**src/sv/csep_ram.sv**
```systemverilog
module csep_ram #(
   parameter int WIDTH = 64,
   parameter int DEPTH = 64
) (
   input  logic                     clock,
   input  logic                     wr_en,
   input  logic [$clog2(DEPTH)-1:0] wr_addr,
   input  logic [WIDTH-1:0]         wr_data,
   input  logic [$clog2(DEPTH)-1:0] rd_addr,
   output logic [WIDTH-1:0]         rd_data
);

   logic [WIDTH-1:0] mem_ff [DEPTH];
   logic [WIDTH-1:0] rd_data_ff;

   always_ff @(posedge clock) begin
      if (wr_en) begin
         mem_ff[wr_addr] <= wr_data;
      end
      rd_data_ff <= mem_ff[rd_addr];
   end

   assign rd_data = rd_data_ff;

endmodule

```
**config.mk**
```make
export PLATFORM = sky130hd
export DESIGN_NAME = csep_ram
export DESIGN_NICKNAME = d
export VERILOG_FILES = /design/src/sv/csep_ram.sv
export SDC_FILE = /design/constraint.sdc
export NUM_CORES = 2
export LEC_CHECK = 0
export BUFFER_PORTS_ARGS = -buffer_cell sky130_fd_sc_hd__buf_4
export CAP_MARGIN = 20
export CORE_MARGIN = 4
export CORE_UTILIZATION = 49
export DETAILED_ROUTE_END_ITERATION = 7
export PLACE_DENSITY = 0.71
export SYNTH_ARGS = -nofsm -noshare
export SYNTH_HDL_FRONTEND = slang
export SYNTH_SLANG_ARGS = --single-unit
```
**constraint.sdc**
```tcl
create_clock -name clock -period 7.95 [get_ports clock]
set_clock_uncertainty 0.05 [all_clocks]
set_input_delay 0.795 -clock clock [delete_from_list [all_inputs] [get_ports clock]]
set_output_delay 0.795 -clock clock [all_outputs]
set_load 0.005 [all_outputs]
```
==> results.md <==
- The run finished with clean final reports.
- The biggest area consumer among synthesized cells is sky130_fd_sc_hd__edfxtp_1.
- By area the synthesized netlist is led by sky130_fd_sc_hd__edfxtp_1 (79%), sky130_fd_sc_hd__mux4_2 (15%), sky130_fd_sc_hd__mux2i_1 (0.86%).
- The met2 usage in global routing is 39.5%.
- The post-cts repair resize count is 0.
- The area of the mapped netlist is 156,000 um^2.
- Counting instances in the post-synthesis netlist gives the leading cell types as sky130_fd_sc_hd__edfxtp_1 (4,096), sky130_fd_sc_hd__mux4_2 (1,024), sky130_fd_sc_hd__buf_2 (170), sky130_fd_sc_hd__a22oi_1 (168), sky130_fd_sc_hd__clkbuf_1 (140).
- The die is 573 um wide.
- On the critical path the largest part of the delay comes from simple AND/OR/NAND/NOR gates.
- The largest fanout of any net on the critical path is 33.
- The number of different library cells used by synthesis comes to 33.
- The total overflow left after global routing is 0.
- The critical path is of the in2reg type.
- The proportion of netlist area held by the largest area contributor is 78.7%.
- Compared with the post-synthesis result, the final layout area differs by 13.1%.
- The category of the worst setup path launch point is a primary input.
- Global routing consumed, on the met3 layer, 4.50% of the routing resources.
- Buffers added to address setup during post-CTS repair amount to 0.
- The transition time at the pin with the least slew margin is 1230 ps.
- Prior to clock tree synthesis, the placed netlist has a worst setup slack of 3710 ps.
- Across the run, the number of max-cap violations was 0.
- After the last flow step, the layout net total stands at 7,042.
- Setup repair after global routing left no endpoint under its margin.
- The buffer type at the clock tree root is sky130_fd_sc_hd__clkbuf_16.
- In the final timing run, aggregate negative setup slack is 0 ps.
- In this run, the number of DRC markers left after iteration 0 of detailed routing was 11,500.
- The worst-skew pair later-pin latency is 900 ps.
- IR analysis of the VDD net gives a maximum drop of 0.204 mV.
- Setup violations remaining at the end of the flow were counted as 0.
- The global-route wire length before repair is 580,000 um.
- The worst min-delay path category is in2reg.
- Global routing consumed, on the met1 layer, 34.4% of the routing resources.
- Using the TritonRoute via totals, the vias-per-cell ratio works out to 6.55.
- Across every metal layer, demand over resource in global routing totals 24.6%.
- Each instance of the synthesized netlist takes up on average 23.7 um^2.
- The data required time of the critical path is 8390 ps.
- The hold violation count in the final report is 0.
- The worst path arrival time is 3920 ps.
- In the final routed layout, each cell accounts on average for 35.5 um.
- The static leakage power is 55.0 nW.
- The type of element capturing the critical path is a flip-flop.
- The number of buffers and inverters on the critical path is 3.
- The wire-length estimate of the detail-placed layout is 215,000 um.
- The detailed-route via count is 75,300.
- Entering global routing, the biggest net connects 130 pins.
- The fraction of the cycle the final worst path needs is 43.7%.
- The number of buffers added by the clock tree synthesis step is 405.
- The slowest library cell on the worst path is sky130_fd_sc_hd__buf_4.
- After global routing, the most crowded layer is met2.
- In this run the tool buffered the top-level ports with 141 buffer cells.
- The clock passes through at most 4 buffers.
- The I/O pin count is 142.
- The number of global-route vias before repair is 76,100.
- The number of cells produced by synthesis is 6,598.
- The y dimension of the die is 573 um.
- The initial cell density of the core is 49.2%.
- Timing would allow up to 288 MHz.
- The most numerous cell on the critical path is sky130_fd_sc_hd__buf_4.
- The wire length reported by the detailed router is 408,000 um.
- For this run, the slowest stage of the critical path takes 770 ps.
- Once detail routing completed, the nets flagged for antenna violations numbered 0.
- After synthesis, the share of flip-flops with an asynchronous set or reset is 0%.
- The post-route netlist has 28.0% of its cells at a drive strength greater than 1.
- The overall power is 46.0 mW.
- The prevailing post-synth register cell is sky130_fd_sc_hd__edfxtp_1.
- The first-pass iteration count of the detailed router is 7.
- The shortest period the worst path allows is 3470 ps.
- The sequential-to-total area share from yosys stat is 79.5%.
- The die covers 328,000 um^2.
- The initial antenna violation count is 15.
- The number of nets in the synthesized netlist is 6,676.
- Traced cell by cell, the critical path runs through buf_4 -> nor2b_1 -> nand3_1 -> nor2_4 -> buf_4 -> buf_4.
- The post-cts hold buffer count is 0.
- In the routed design, unresolved DRC markers number 0.
- The number of slew-limit violations in the final report came to 0.
- Routability-driven placement finished with a final weighted congestion of 0.812.
- sky130_fd_sc_hd__edfxtp_1 is the most common cell in the netlist.
- The number of enable flip-flop cells after synthesis is 4,096.
- The filler cell count in the final layout is 22,400.
- During synthesis, Yosys emitted a total of 0 warnings.
- TritonCTS built the clock tree.
- The worst relative slew slack is 18.2%.
- The synthesized flop and latch total is 4,160.
- The H-tree generated during clock tree synthesis spans 5 levels.
- Dividing total power by cell area gives a power density of 260 nW/um^2.
- The number of placed instances with taps included is 10,700.
- The clock sink total is 4,160.
- After clock tree synthesis, the clock-pin slew on the worst setup and hold paths is 60 ps.
- The total area inside the core boundary comes to 318,000 um^2.
- The number of rows created at floorplan is 207.
- The worst setup margin is 4480 ps.
- The count of placed standard cells in the final layout, fillers left out is 11,500.
-- layout by cell type, fill, tap and decap left out, types with 6 or more instances in the layout --
cell type	n
sky130_fd_sc_hd__nand2_1	56
sky130_fd_sc_hd__o22ai_1	83
sky130_fd_sc_hd__clkbuf_1	96
sky130_fd_sc_hd__or2_2	28
sky130_fd_sc_hd__nor2_4	64
sky130_fd_sc_hd__inv_16	6
sky130_fd_sc_hd__clkinv_2	69
sky130_fd_sc_hd__nand2b_1	8
sky130_fd_sc_hd__buf_4	299
sky130_fd_sc_hd__bufinv_16	52
sky130_fd_sc_hd__mux4_2	1024
sky130_fd_sc_hd__clkbuf_16	412
sky130_fd_sc_hd__buf_12	26
sky130_fd_sc_hd__clkinv_1	65
sky130_fd_sc_hd__a22o_1	88
sky130_fd_sc_hd__and3_1	64
sky130_fd_sc_hd__nor2_1	47
sky130_fd_sc_hd__nand3_1	45
sky130_fd_sc_hd__a2bb2oi_1	19
sky130_fd_sc_hd__o221ai_1	38
sky130_fd_sc_hd__a22oi_1	168
sky130_fd_sc_hd__a41oi_1	26
sky130_fd_sc_hd__a211oi_1	63
sky130_fd_sc_hd__mux2i_1	135
sky130_fd_sc_hd__edfxtp_1	4096
sky130_fd_sc_hd__diode_2	14
sky130_fd_sc_hd__nor2b_1	24
sky130_fd_sc_hd__inv_1	19
sky130_fd_sc_hd__a31oi_1	18
sky130_fd_sc_hd__dfxtp_1	64
sky130_fd_sc_hd__or3_1	29
sky130_fd_sc_hd__clkbuf_8	31
-- final cells by class --
type,count,area (um^2),share of cell area [%]
Antenna cell,14,35.0,0.0198
Clock buffer,539,11100,6.28
Clock inverter,208,2470,1.40
Inverter,19,71.3,0.0403
Multi-Input combinational cell,2049,30800,17.4
Sequential cell,4160,124000,70.3
Tap cell,4180,5230,2.96
Timing Repair Buffer,329,2840,1.61
-- metal layers --
metal | wire [um] | up-vias
met5 | 56 | -
met4 | 16100 | 8
met3 | 43300 | 785
met2 | 199000 | 4970
met1 | 150000 | 40300
li1 | - | 29200
-- state kept, by name, indices dropped and copies added, names as in the netlist --
register	flops
mem_ff	4096
rd_data	64
-- through the flow --
step                utilization [%]  instance area, um^2  hold slack (ps)
finish                         55.6               177000              362
global route                   55.6               177000              348
CTS                            55.6               177000              302
detailed placement             51.3               163000              783
global placement               51.3               163000              769
floorplan                         -               156000              738
-- worst reg2reg max path, stage by stage (launching register included) --
cell and delay [ps]:
sky130_fd_sc_hd__edfxtp_1 360, sky130_fd_sc_hd__mux4_2 480, sky130_fd_sc_hd__mux2i_1 280, sky130_fd_sc_hd__o22ai_1 130
sky130_fd_sc_hd__a31oi_1 500, sky130_fd_sc_hd__a211oi_1 210
-- worst paths after layout --
path,startpoint,cells after the start,slack [ps],to
hold reg to reg,mem_ff[54][2]$_DFFE_PP_,4,770,rd_data[2]$_DFF_P_
hold / removal,wr_data[54],1,360,mem_ff[15][54]$_DFFE_PP_
setup reg to reg,mem_ff[63][33]$_DFFE_PP_,5,5710,rd_data[33]$_DFF_P_
setup / recovery,wr_en,6,4480,mem_ff[62][24]$_DFFE_PP_
-- kinds of logic (layout without fill, tap and decap cells) --
group | after synthesis | after routing | synth area share, %
flip-flops | 4160 | 4160 | 79.5
AO/OA/AOI/OAI | 504 | 504 | 2.48
buffers and inverters | 389 | 1095 | 1.18
AND/OR/NAND/NOR | 386 | 386 | 1.24
multiplexers | 1159 | 1159 | 15.6
other | 0 | 14 | 0
-- report_power, final --
part	internal, mW	switching (mW)
Sequential	24.3	0.129
Combinational	0.779	1.26
Clock	11.5	8.03
Total	36.6	9.42
No activity file was read; power rests on OpenSTA's default activity.
